$ cat config.mk
export PLATFORM = sky130hd
export DESIGN_NAME = spiral_matrix_order
export DESIGN_NICKNAME = d
export VERILOG_FILES = /design/src/design/spm_pkg.sv /design/src/design/spm_store.sv /design/src/design/spm_walker.sv /design/src/design/spiral_matrix_order.sv
export SDC_FILE = /design/constraint.sdc
export NUM_CORES = 2
export LEC_CHECK = 0
export BUFFER_PORTS_ARGS = -buffer_cell sky130_fd_sc_hd__buf_2
export CAP_MARGIN = 20
export CORE_MARGIN = 2
export CORE_UTILIZATION = 50
export DETAILED_ROUTE_END_ITERATION = 8
export PLACE_DENSITY_LB_ADDON = 0.12
export SETUP_SLACK_MARGIN = 0.05
export SLEW_MARGIN = 20
export SYNTH_ARGS = -nofsm -noshare
export SYNTH_HDL_FRONTEND = slang
export SYNTH_SLANG_ARGS = --single-unit
$ cat constraint.sdc
create_clock -name aclk -period 14.4 [get_ports aclk]
set_clock_uncertainty 0.15 [all_clocks]
set_input_delay 3.6 -clock aclk [delete_from_list [all_inputs] [get_ports aclk]]
set_output_delay 3.6 -clock aclk [all_outputs]
set_load 0.005 [all_outputs]
$ cat src/design/spm_pkg.sv
// ----------------------------------------------------------------------------
// spm_pkg
// Shared widths, register indexes and item types for the spiral matrix order
// block.
// ----------------------------------------------------------------------------
package spm_pkg;

    localparam int VALUE_W   = 32;
    localparam int POS_W     = 3;
    localparam int DIM_W     = 4;
    localparam int COUNT_W   = 7;
    localparam int CFG_IDX_W = 2;
    localparam int M_TDATA_W = 40;

    localparam logic [DIM_W-1:0]     DIM_RESET    = 4'd8;
    localparam logic [CFG_IDX_W-1:0] REG_NUM_ROWS = 2'd0;
    localparam logic [CFG_IDX_W-1:0] REG_NUM_COLS = 2'd1;

    // spiral walker position towards the output side
    typedef struct packed {
        logic             active;
        logic [POS_W-1:0] row;
        logic [POS_W-1:0] col;
        logic             last;
    } spm_req_t;

    // one result held in the output buffer
    typedef struct packed {
        logic [VALUE_W-1:0] value;
        logic [POS_W-1:0]   row;
        logic [POS_W-1:0]   col;
        logic               last;
    } spm_item_t;

endpackage

$ cat src/design/spm_store.sv
// ----------------------------------------------------------------------------
// spm_store
// Matrix element memory: one write port, one read port, registered read data.
// ----------------------------------------------------------------------------
module spm_store #(
    parameter int DEPTH = 64,
    parameter int AW    = 6
) (
    input  logic                        aclk,
    input  logic                        wr_en,
    input  logic [AW-1:0]               wr_addr,
    input  logic [spm_pkg::VALUE_W-1:0] wr_data,
    input  logic                        rd_en,
    input  logic [AW-1:0]               rd_addr,
    output logic [spm_pkg::VALUE_W-1:0] rd_data
);
    import spm_pkg::*;

    logic [VALUE_W-1:0] mem [DEPTH];
    logic [VALUE_W-1:0] rd_data_reg;

    always_ff @(posedge aclk) begin
        if (wr_en) begin
            mem[wr_addr] <= wr_data;
        end
    end

    always_ff @(posedge aclk) begin
        if (rd_en) begin
            rd_data_reg <= mem[rd_addr];
        end
    end

    assign rd_data = rd_data_reg;

endmodule

$ cat src/design/spm_walker.sv
// ----------------------------------------------------------------------------
// spm_walker
// Clockwise spiral address generator: one matrix position per advance.
// ----------------------------------------------------------------------------
module spm_walker #(
    parameter int AW = 6
) (
    input  logic                      aclk,
    input  logic                      aresetn,
    input  logic                      start,
    input  logic [spm_pkg::DIM_W-1:0] rows,
    input  logic [spm_pkg::DIM_W-1:0] cols,
    input  logic                      advance,
    output spm_pkg::spm_req_t         req,
    output logic [AW-1:0]             rd_addr
);
    import spm_pkg::*;

    typedef enum logic [1:0] {
        DIR_RIGHT,
        DIR_DOWN,
        DIR_LEFT,
        DIR_UP
    } dir_t;

    dir_t               dir_reg, dir_next;
    logic               active_reg, active_next;
    logic [DIM_W-1:0]   r_reg, r_next, c_reg, c_next;
    logic [DIM_W-1:0]   rs_reg, rs_next, re_reg, re_next;
    logic [DIM_W-1:0]   cs_reg, cs_next, ce_reg, ce_next;
    logic [DIM_W-1:0]   cols_reg, cols_next;
    logic [COUNT_W-1:0] left_reg, left_next;
    logic [2*DIM_W-1:0] row_base;
    logic [2*DIM_W-1:0] size;

    assign size = rows * cols;

    always_comb begin
        dir_next    = dir_reg;
        active_next = active_reg;
        r_next      = r_reg;
        c_next      = c_reg;
        rs_next     = rs_reg;
        re_next     = re_reg;
        cs_next     = cs_reg;
        ce_next     = ce_reg;
        cols_next   = cols_reg;
        left_next   = left_reg;
        if (start) begin
            active_next = 1'b1;
            dir_next    = DIR_RIGHT;
            r_next      = '0;
            c_next      = '0;
            rs_next     = '0;
            cs_next     = '0;
            re_next     = rows - 1'b1;
            ce_next     = cols - 1'b1;
            cols_next   = cols;
            left_next   = size[COUNT_W-1:0];
        end else if (advance && active_reg) begin
            left_next = left_reg - 1'b1;
            if (left_reg == COUNT_W'(1)) begin
                active_next = 1'b0;
            end
            case (dir_reg)
                DIR_RIGHT: begin
                    if (c_reg == ce_reg) begin
                        rs_next  = rs_reg + 1'b1;
                        r_next   = rs_reg + 1'b1;
                        dir_next = DIR_DOWN;
                    end else begin
                        c_next = c_reg + 1'b1;
                    end
                end
                DIR_DOWN: begin
                    if (r_reg == re_reg) begin
                        ce_next  = ce_reg - 1'b1;
                        c_next   = ce_reg - 1'b1;
                        dir_next = DIR_LEFT;
                    end else begin
                        r_next = r_reg + 1'b1;
                    end
                end
                DIR_LEFT: begin
                    if (c_reg == cs_reg) begin
                        re_next  = re_reg - 1'b1;
                        r_next   = re_reg - 1'b1;
                        dir_next = DIR_UP;
                    end else begin
                        c_next = c_reg - 1'b1;
                    end
                end
                DIR_UP: begin
                    if (r_reg == rs_reg) begin
                        cs_next  = cs_reg + 1'b1;
                        c_next   = cs_reg + 1'b1;
                        dir_next = DIR_RIGHT;
                    end else begin
                        r_next = r_reg - 1'b1;
                    end
                end
                default: begin
                    dir_next = DIR_RIGHT;
                end
            endcase
        end
    end

    always_ff @(posedge aclk) begin
        if (!aresetn) begin
            active_reg <= 1'b0;
            dir_reg    <= DIR_RIGHT;
        end else begin
            active_reg <= active_next;
            dir_reg    <= dir_next;
        end
        r_reg    <= r_next;
        c_reg    <= c_next;
        rs_reg   <= rs_next;
        re_reg   <= re_next;
        cs_reg   <= cs_next;
        ce_reg   <= ce_next;
        cols_reg <= cols_next;
        left_reg <= left_next;
    end

    assign row_base   = r_reg * cols_reg;
    assign rd_addr    = AW'(row_base + {{DIM_W{1'b0}}, c_reg});
    assign req.active = active_reg;
    assign req.row    = r_reg[POS_W-1:0];
    assign req.col    = c_reg[POS_W-1:0];
    assign req.last   = (left_reg == COUNT_W'(1));

endmodule

$ cat src/design/spiral_matrix_order.sv
// ----------------------------------------------------------------------------
// spiral_matrix_order
// Loads a matrix in row-major order and returns it in clockwise spiral order.
//
// Input stream (s_*): one signed 32-bit element per transfer, row-major.
// Output stream (m_*): one element per transfer with its row and column;
// m_tlast marks the final element of the spiral.
// Configuration (cfg_*): index 0 sets num_rows, index 1 sets num_cols; a
// value of 0 acts as 1 and a value above the maximum acts as the maximum.
// Write only while the block is idle.
// The transfer that completes the matrix starts the spiral readout from the
// single store read port: one store read per cycle while the output buffer
// has room, and one result per cycle while the receiver does not stall.
// s_tready stays low while the spiral is being read out.
// A stalled receiver holds the result in the two-entry output buffer and
// pauses the store reads; nothing is dropped.
// Reset clears the load count, the output buffer and sets both sizes to 8;
// store contents are not cleared.
// ----------------------------------------------------------------------------
module spiral_matrix_order #(
    parameter int MAX_ROWS = 8,
    parameter int MAX_COLS = 8
) (
    input  logic                          aclk,
    input  logic                          aresetn,
    input  logic                          s_tvalid,
    output logic                          s_tready,
    input  logic [spm_pkg::VALUE_W-1:0]   s_tdata,   // [31:0] element_value
    output logic                          m_tvalid,
    input  logic                          m_tready,
    output logic [spm_pkg::M_TDATA_W-1:0] m_tdata,   // [31:0] out_value, [34:32] out_row,
                                                     // [37:35] out_col, [39:38] zero
    output logic                          m_tlast,   // is_last
    input  logic                          cfg_valid,
    output logic                          cfg_ready,
    input  logic [spm_pkg::CFG_IDX_W-1:0] cfg_index,
    input  logic [spm_pkg::DIM_W-1:0]     cfg_data
);
    import spm_pkg::*;

    localparam int DEPTH = MAX_ROWS * MAX_COLS;
    localparam int AW    = (DEPTH > 1) ? $clog2(DEPTH) : 1;
    localparam logic [DIM_W-1:0] MAX_R = DIM_W'(MAX_ROWS);
    localparam logic [DIM_W-1:0] MAX_C = DIM_W'(MAX_COLS);

    logic [DIM_W-1:0]   num_rows_reg, num_cols_reg;
    logic [DIM_W-1:0]   rows_eff, cols_eff;
    logic [2*DIM_W-1:0] total;
    logic [COUNT_W-1:0] load_count_reg, load_count_next;
    logic [COUNT_W:0]   count_inc;
    logic               s_accept, complete;

    spm_req_t           req;
    logic [AW-1:0]      rd_addr;
    logic [VALUE_W-1:0] rd_data;
    logic               issue, pop;
    logic [1:0]         occupancy;
    logic               rd_valid_reg;
    logic [POS_W-1:0]   rd_row_reg, rd_col_reg;
    logic               rd_last_reg;
    spm_item_t          rd_item;
    logic               head_valid_reg, head_valid_next, skid_valid_reg, skid_valid_next;
    spm_item_t          head_reg, head_next, skid_reg, skid_next;

    // configuration
    assign cfg_ready = 1'b1;

    always_ff @(posedge aclk) begin
        if (!aresetn) begin
            num_rows_reg <= DIM_RESET;
            num_cols_reg <= DIM_RESET;
        end else if (cfg_valid) begin
            case (cfg_index)
                REG_NUM_ROWS: num_rows_reg <= cfg_data;
                REG_NUM_COLS: num_cols_reg <= cfg_data;
                default: ;
            endcase
        end
    end

    always_comb begin
        rows_eff = num_rows_reg;
        if (num_rows_reg == '0) begin
            rows_eff = DIM_W'(1);
        end else if (num_rows_reg > MAX_R) begin
            rows_eff = MAX_R;
        end
        cols_eff = num_cols_reg;
        if (num_cols_reg == '0) begin
            cols_eff = DIM_W'(1);
        end else if (num_cols_reg > MAX_C) begin
            cols_eff = MAX_C;
        end
    end

    assign total = rows_eff * cols_eff;

    // load side
    assign s_tready  = !req.active;
    assign s_accept  = s_tvalid && s_tready;
    assign count_inc = (load_count_reg == '1) ? {1'b0, load_count_reg}
                                              : {1'b0, load_count_reg} + 1'b1;
    assign complete  = s_accept && (count_inc >= (COUNT_W+1)'(total));

    always_comb begin
        load_count_next = load_count_reg;
        if (complete) begin
            load_count_next = '0;
        end else if (s_accept) begin
            load_count_next = count_inc[COUNT_W-1:0];
        end
    end

    always_ff @(posedge aclk) begin
        if (!aresetn) begin
            load_count_reg <= '0;
        end else begin
            load_count_reg <= load_count_next;
        end
    end

    spm_store #(
        .DEPTH (DEPTH),
        .AW    (AW)
    ) u_store (
        .aclk    (aclk),
        .wr_en   (s_accept),
        .wr_addr (load_count_reg[AW-1:0]),
        .wr_data (s_tdata),
        .rd_en   (issue),
        .rd_addr (rd_addr),
        .rd_data (rd_data)
    );

    spm_walker #(
        .AW (AW)
    ) u_walker (
        .aclk    (aclk),
        .aresetn (aresetn),
        .start   (complete),
        .rows    (rows_eff),
        .cols    (cols_eff),
        .advance (issue),
        .req     (req),
        .rd_addr (rd_addr)
    );

    // read issue: keep reads in flight plus buffered results within two
    assign pop       = head_valid_reg && m_tready;
    assign occupancy = 2'(head_valid_reg) + 2'(skid_valid_reg) + 2'(rd_valid_reg);
    assign issue     = req.active && ((occupancy < 2'd2) || pop);

    always_ff @(posedge aclk) begin
        if (!aresetn) begin
            rd_valid_reg <= 1'b0;
        end else begin
            rd_valid_reg <= issue;
        end
        if (issue) begin
            rd_row_reg  <= req.row;
            rd_col_reg  <= req.col;
            rd_last_reg <= req.last;
        end
    end

    assign rd_item.value = rd_data;
    assign rd_item.row   = rd_row_reg;
    assign rd_item.col   = rd_col_reg;
    assign rd_item.last  = rd_last_reg;

    // output buffer: head register drives the port, skid register behind it
    always_comb begin
        head_valid_next = head_valid_reg;
        skid_valid_next = skid_valid_reg;
        head_next       = head_reg;
        skid_next       = skid_reg;
        if (pop) begin
            if (skid_valid_reg) begin
                head_next = skid_reg;
                if (rd_valid_reg) begin
                    skid_next = rd_item;
                end else begin
                    skid_valid_next = 1'b0;
                end
            end else if (rd_valid_reg) begin
                head_next = rd_item;
            end else begin
                head_valid_next = 1'b0;
            end
        end else if (rd_valid_reg) begin
            if (!head_valid_reg) begin
                head_next       = rd_item;
                head_valid_next = 1'b1;
            end else begin
                skid_next       = rd_item;
                skid_valid_next = 1'b1;
            end
        end
    end

    always_ff @(posedge aclk) begin
        if (!aresetn) begin
            head_valid_reg <= 1'b0;
            skid_valid_reg <= 1'b0;
        end else begin
            head_valid_reg <= head_valid_next;
            skid_valid_reg <= skid_valid_next;
        end
        head_reg <= head_next;
        skid_reg <= skid_next;
    end

    assign m_tvalid = head_valid_reg;
    assign m_tdata  = {2'b00, head_reg.col, head_reg.row, head_reg.value};
    assign m_tlast  = head_reg.last;

    // checks
    a_no_buffer_overflow: assert property (@(posedge aclk) disable iff (!aresetn)
        !(rd_valid_reg && head_valid_reg && skid_valid_reg && !pop))
        else $error("output buffer overflow");

    a_skid_behind_head: assert property (@(posedge aclk) disable iff (!aresetn)
        skid_valid_reg |-> head_valid_reg)
        else $error("skid entry without head entry");

    a_load_count_bound: assert property (@(posedge aclk) disable iff (!aresetn)
        load_count_reg < COUNT_W'(DEPTH))
        else $error("load count beyond store depth");

    a_read_from_walk: assert property (@(posedge aclk) disable iff (!aresetn)
        rd_valid_reg |-> $past(req.active))
        else $error("store read returned without an active spiral");

endmodule

==> results.cfg <==
[power]
p_leak_nw = 31.2
power_density_mw_per_mm2 = 186
ir_worst_vdd_uv = 219
switching_power_mw = 5.38
switching_fraction = 0.297
power.clock.fraction = 0.312
total_power_mw = 18.1
seq_power_share = 0.400
cellInternalPower_mw = 12.7
comb_power_share = 0.288

[layout]
nets = 4318
storage_cell_area_sq_mm = 0.0663
post-route-util = 0.567
fillerInstances = 12600
post_route_cells_drive_above_1_share = 0.267
largest_register_ffs = 2048
multi_input_comb_area_sq_mm = 0.0195
final_design_area_no_fill_sq_mm = 0.0974
area_growth_syn_to_layout_pct = 12.6
layoutNonFillerInstCount = 6704

[hold_path]
hold_path_startpoint = rd_col_reg[1]
worst_hold_path.num_cells = 0
hold_end = skid_reg[2]
holdCritPathClass = flop to flop

[drt]
wl_per_cell_um = 33.3
drt_iter0_markers = 5306
route.antenna.remaining_nets = 0
vias = 41900
drcViolationCount = 0
detail_route.first_pass.iterations = 7
routed_via_density = 6.25
postRouteWirelength_mm = 223

[timing]
setup_total_neg_slack_ps = 0
maxClockFrequency_mhz = 146
period_share = 0.476
setup_viol_count_final = 0
worstMarginPinSlew_ps = 1060
hold_violations = 0
rsz0062_at_grt = no
slew_headroom = 0.284
final_max_slew_viol_count = 0
timing.final.crit_period_ps = 6850
final.hold.worst_slack_ps = 291
post-route-worst-setup-slack_ps = 7550

[logic_synthesis]
async_reset_ff_frac = 0
synthFlopType = sky130_fd_sc_hd__edfxtp_1
synth_sequential_area_ratio = 0.766
netlist-cell-type-count = 58
syn-cell-area_sq_mm = 0.0865
synth.top_cells.by_area = sky130_fd_sc_hd__edfxtp_1, sky130_fd_sc_hd__mux4_2, sky130_fd_sc_hd__mux2i_1, sky130_fd_sc_hd__dfxtp_1, sky130_fd_sc_hd__mux2_2
synth_most_common_cell = sky130_fd_sc_hd__edfxtp_1
post_synth_most_frequent_cells = sky130_fd_sc_hd__edfxtp_1, sky130_fd_sc_hd__mux4_2, sky130_fd_sc_hd__mux2i_1
post-synth-top-area-fraction = 0.758
yosys_warnings = 0
synth_area_leader_cell = sky130_fd_sc_hd__edfxtp_1
synth_enable_flop_cells = 2184
syn-mean-instance-area_sq_um = 21.7
yosys_register_bits = 2221
syn_inst = 3996

[clocking]
tritoncts.num_buffers = 219
post-cts-setup-buffers = 0
clockRootBuffer = sky130_fd_sc_hd__clkbuf_16
h-tree-depth = 4
cts_hold_buffers = 0
clkLatencyLatePin_ps = 870
number_of_buffers_between_clock_root_and_the_deepest_sink = 3
post_cts_resize_count = 0
clk_transition_reported_paths_ps = 60
cts_tree = done
cts_num_sinks = 2221

[critical_path]
endpoint_type_of_the_worst_setup_path = flop
crit_path_max_incr_delay_ps = 1230
critical_path.max_fanout = 99
cell_class_contributing_the_biggest_share_of_worst_path_delay = adder cells
reg2reg_slack_ps = 7550
critPathLaunchType = flop
path_cells = and2_1 -> ha_1 -> ha_1 -> inv_1 -> fa_1 -> fa_4 -> buf_12 -> buf_4 -> mux4_2 -> mux4_2 -> mux2i_1 -> o21ai_0
worst_endpoint_data_arrival_time_ps = 7270
critical_path.reg2reg.startpoint = u_walker.r_reg[1]
critical-path-slowest-cell = sky130_fd_sc_hd__fa_4
worstPathBufferInverterCount = 3
reg2regPathDepth = 12
timing.rr.end = u_store.rd_data[25]
critPathKind = flop to flop
crit_path_required_time_ps = 14820

[place]
gp_congestion = 0.791
preCtsSetupSlack_ps = 7380
dp_hpwl_mm = 118
dp.cells = 6303
placed_cell_area_sq_mm = 0.0903
port_buffers = 83

[floorplanning]
floorplan.initialDensity = 0.504
floorplan.die_area_sq_mm = 0.176
placementRows = 152
num_io_pins = 87
die_h_um = 420
die-width_um = 420
core_area_sq_mm = 0.172

[grt]
maximum_number_of_pins_on_one_net_before_global_route_repair = 100
number_of_antenna_violations_at_the_first_check_in_global_routing = 10
grt_use_total = 0.256
via_count_of_the_first_global_routing_pass = 41600
globalRouteOverflowTotal = 0
first_pass_grt_wire_length_mm = 314

[status]
outcome = finished clean

[run]
cap_violations = 0
-- placed cells by master, fill, tap and decap left out, types with 7 or more instances in the layout --
cell                         synthesis  layout
sky130_fd_sc_hd__a211oi_1           26      26
sky130_fd_sc_hd__dfxtp_1            37      37
sky130_fd_sc_hd__bufinv_16           0      22
sky130_fd_sc_hd__xor2_1             24      23
sky130_fd_sc_hd__mux2_2             60      60
sky130_fd_sc_hd__o2bb2a_1            8       8
sky130_fd_sc_hd__nand3_1            15      14
sky130_fd_sc_hd__nor2_1            130      65
sky130_fd_sc_hd__nand4_1             7       7
sky130_fd_sc_hd__clkbuf_1           71      52
sky130_fd_sc_hd__mux2i_1           163     163
sky130_fd_sc_hd__buf_2              86      63
sky130_fd_sc_hd__a22oi_1            61      61
sky130_fd_sc_hd__clkinv_1            2      48
sky130_fd_sc_hd__nor2b_1            12      12
sky130_fd_sc_hd__mux4_2            516     516
sky130_fd_sc_hd__nand2b_1           15      15
sky130_fd_sc_hd__clkbuf_16           0     219
sky130_fd_sc_hd__fa_1               12      11
sky130_fd_sc_hd__a21oi_1            83      82
sky130_fd_sc_hd__ha_1               49      47
sky130_fd_sc_hd__clkinv_8            0       7
sky130_fd_sc_hd__nor3_1             25      23
sky130_fd_sc_hd__a21o_1              8       8
sky130_fd_sc_hd__o22ai_1            68      68
sky130_fd_sc_hd__nor2_4              0      65
sky130_fd_sc_hd__o21ai_0            45      45
sky130_fd_sc_hd__nand2_1            71      71
sky130_fd_sc_hd__clkinv_2            0      32
sky130_fd_sc_hd__xnor2_1            33      31
sky130_fd_sc_hd__a31oi_1             8       8
sky130_fd_sc_hd__and2_1             28      26
sky130_fd_sc_hd__buf_4              35     136
sky130_fd_sc_hd__edfxtp_1         2184    2184
sky130_fd_sc_hd__clkinvlp_4          0       7
sky130_fd_sc_hd__inv_1              43      43
-- cell type report --
type | instances | area share
diodes | 2 | 0.0000514
clock buffers | 273 | 0.0585
clock inverters | 126 | 0.0140
inverters | 47 | 0.00181
multi-input cells | 1521 | 0.200
flip-flops and latches | 2221 | 0.681
well taps | 2310 | 0.0297
repair buffers | 204 | 0.0147
-- layer usage --
metal	routed length, um	vias up	track usage
met3	19000	254	0.0495
met2	105000	1839	0.393
met1	95500	22700	0.384
met5	0	-	0
li1	-	17100	-
met4	4270	0	0.0594
-- cell families after synthesis --
logic type	after synthesis	synth area share
multiplexers	739	0.161
buffers and inverters	255	0.0147
adder cells (fa/ha/maj)	61	0.00986
AO/OA/AOI/OAI	335	0.0249
XOR/XNOR	57	0.00577
other	2	0.0000868
AND/OR/NAND/NOR	326	0.0174
flip-flops	2221	0.766
-- worst register-to-register path, stage by stage (launching register included) --
cell and delay [ps]:
sky130_fd_sc_hd__dfxtp_1 540, sky130_fd_sc_hd__and2_1 190, sky130_fd_sc_hd__ha_1 230, sky130_fd_sc_hd__ha_1 280, sky130_fd_sc_hd__inv_1 40, sky130_fd_sc_hd__fa_1 480, sky130_fd_sc_hd__fa_4 1230, sky130_fd_sc_hd__buf_12 520
sky130_fd_sc_hd__buf_4 1000, sky130_fd_sc_hd__mux4_2 510, sky130_fd_sc_hd__mux4_2 470, sky130_fd_sc_hd__mux2i_1 740, sky130_fd_sc_hd__o21ai_0 190
-- power groups by stage --
stage	logic (mW)	registers, mW	clock network (mW)
final	5.21	7.24	5.64
after global routing	5.55	7.24	5.98
after CTS	5.27	7.25	5.73
after detailed placement	5.25	7.38	0
after global placement	5.25	7.38	0
after floorplan	3.70	7.35	0
-- worst max path at each step --
stage	from	end	cells after the start
2_1_floorplan	s_tvalid	u_store.mem[32][0]	5
3_3_place_gp	s_tvalid	u_store.mem[14][19]	6
6_report	u_walker.r_reg[1]	u_store.rd_data[25]	12
3_5_place_dp	s_tvalid	u_store.mem[14][21]	6
5_1_grt	u_walker.r_reg[1]	u_store.rd_data[25]	12
4_1_cts	u_walker.r_reg[1]	u_store.rd_data[25]	12
(Power assumes the default switching activity.)
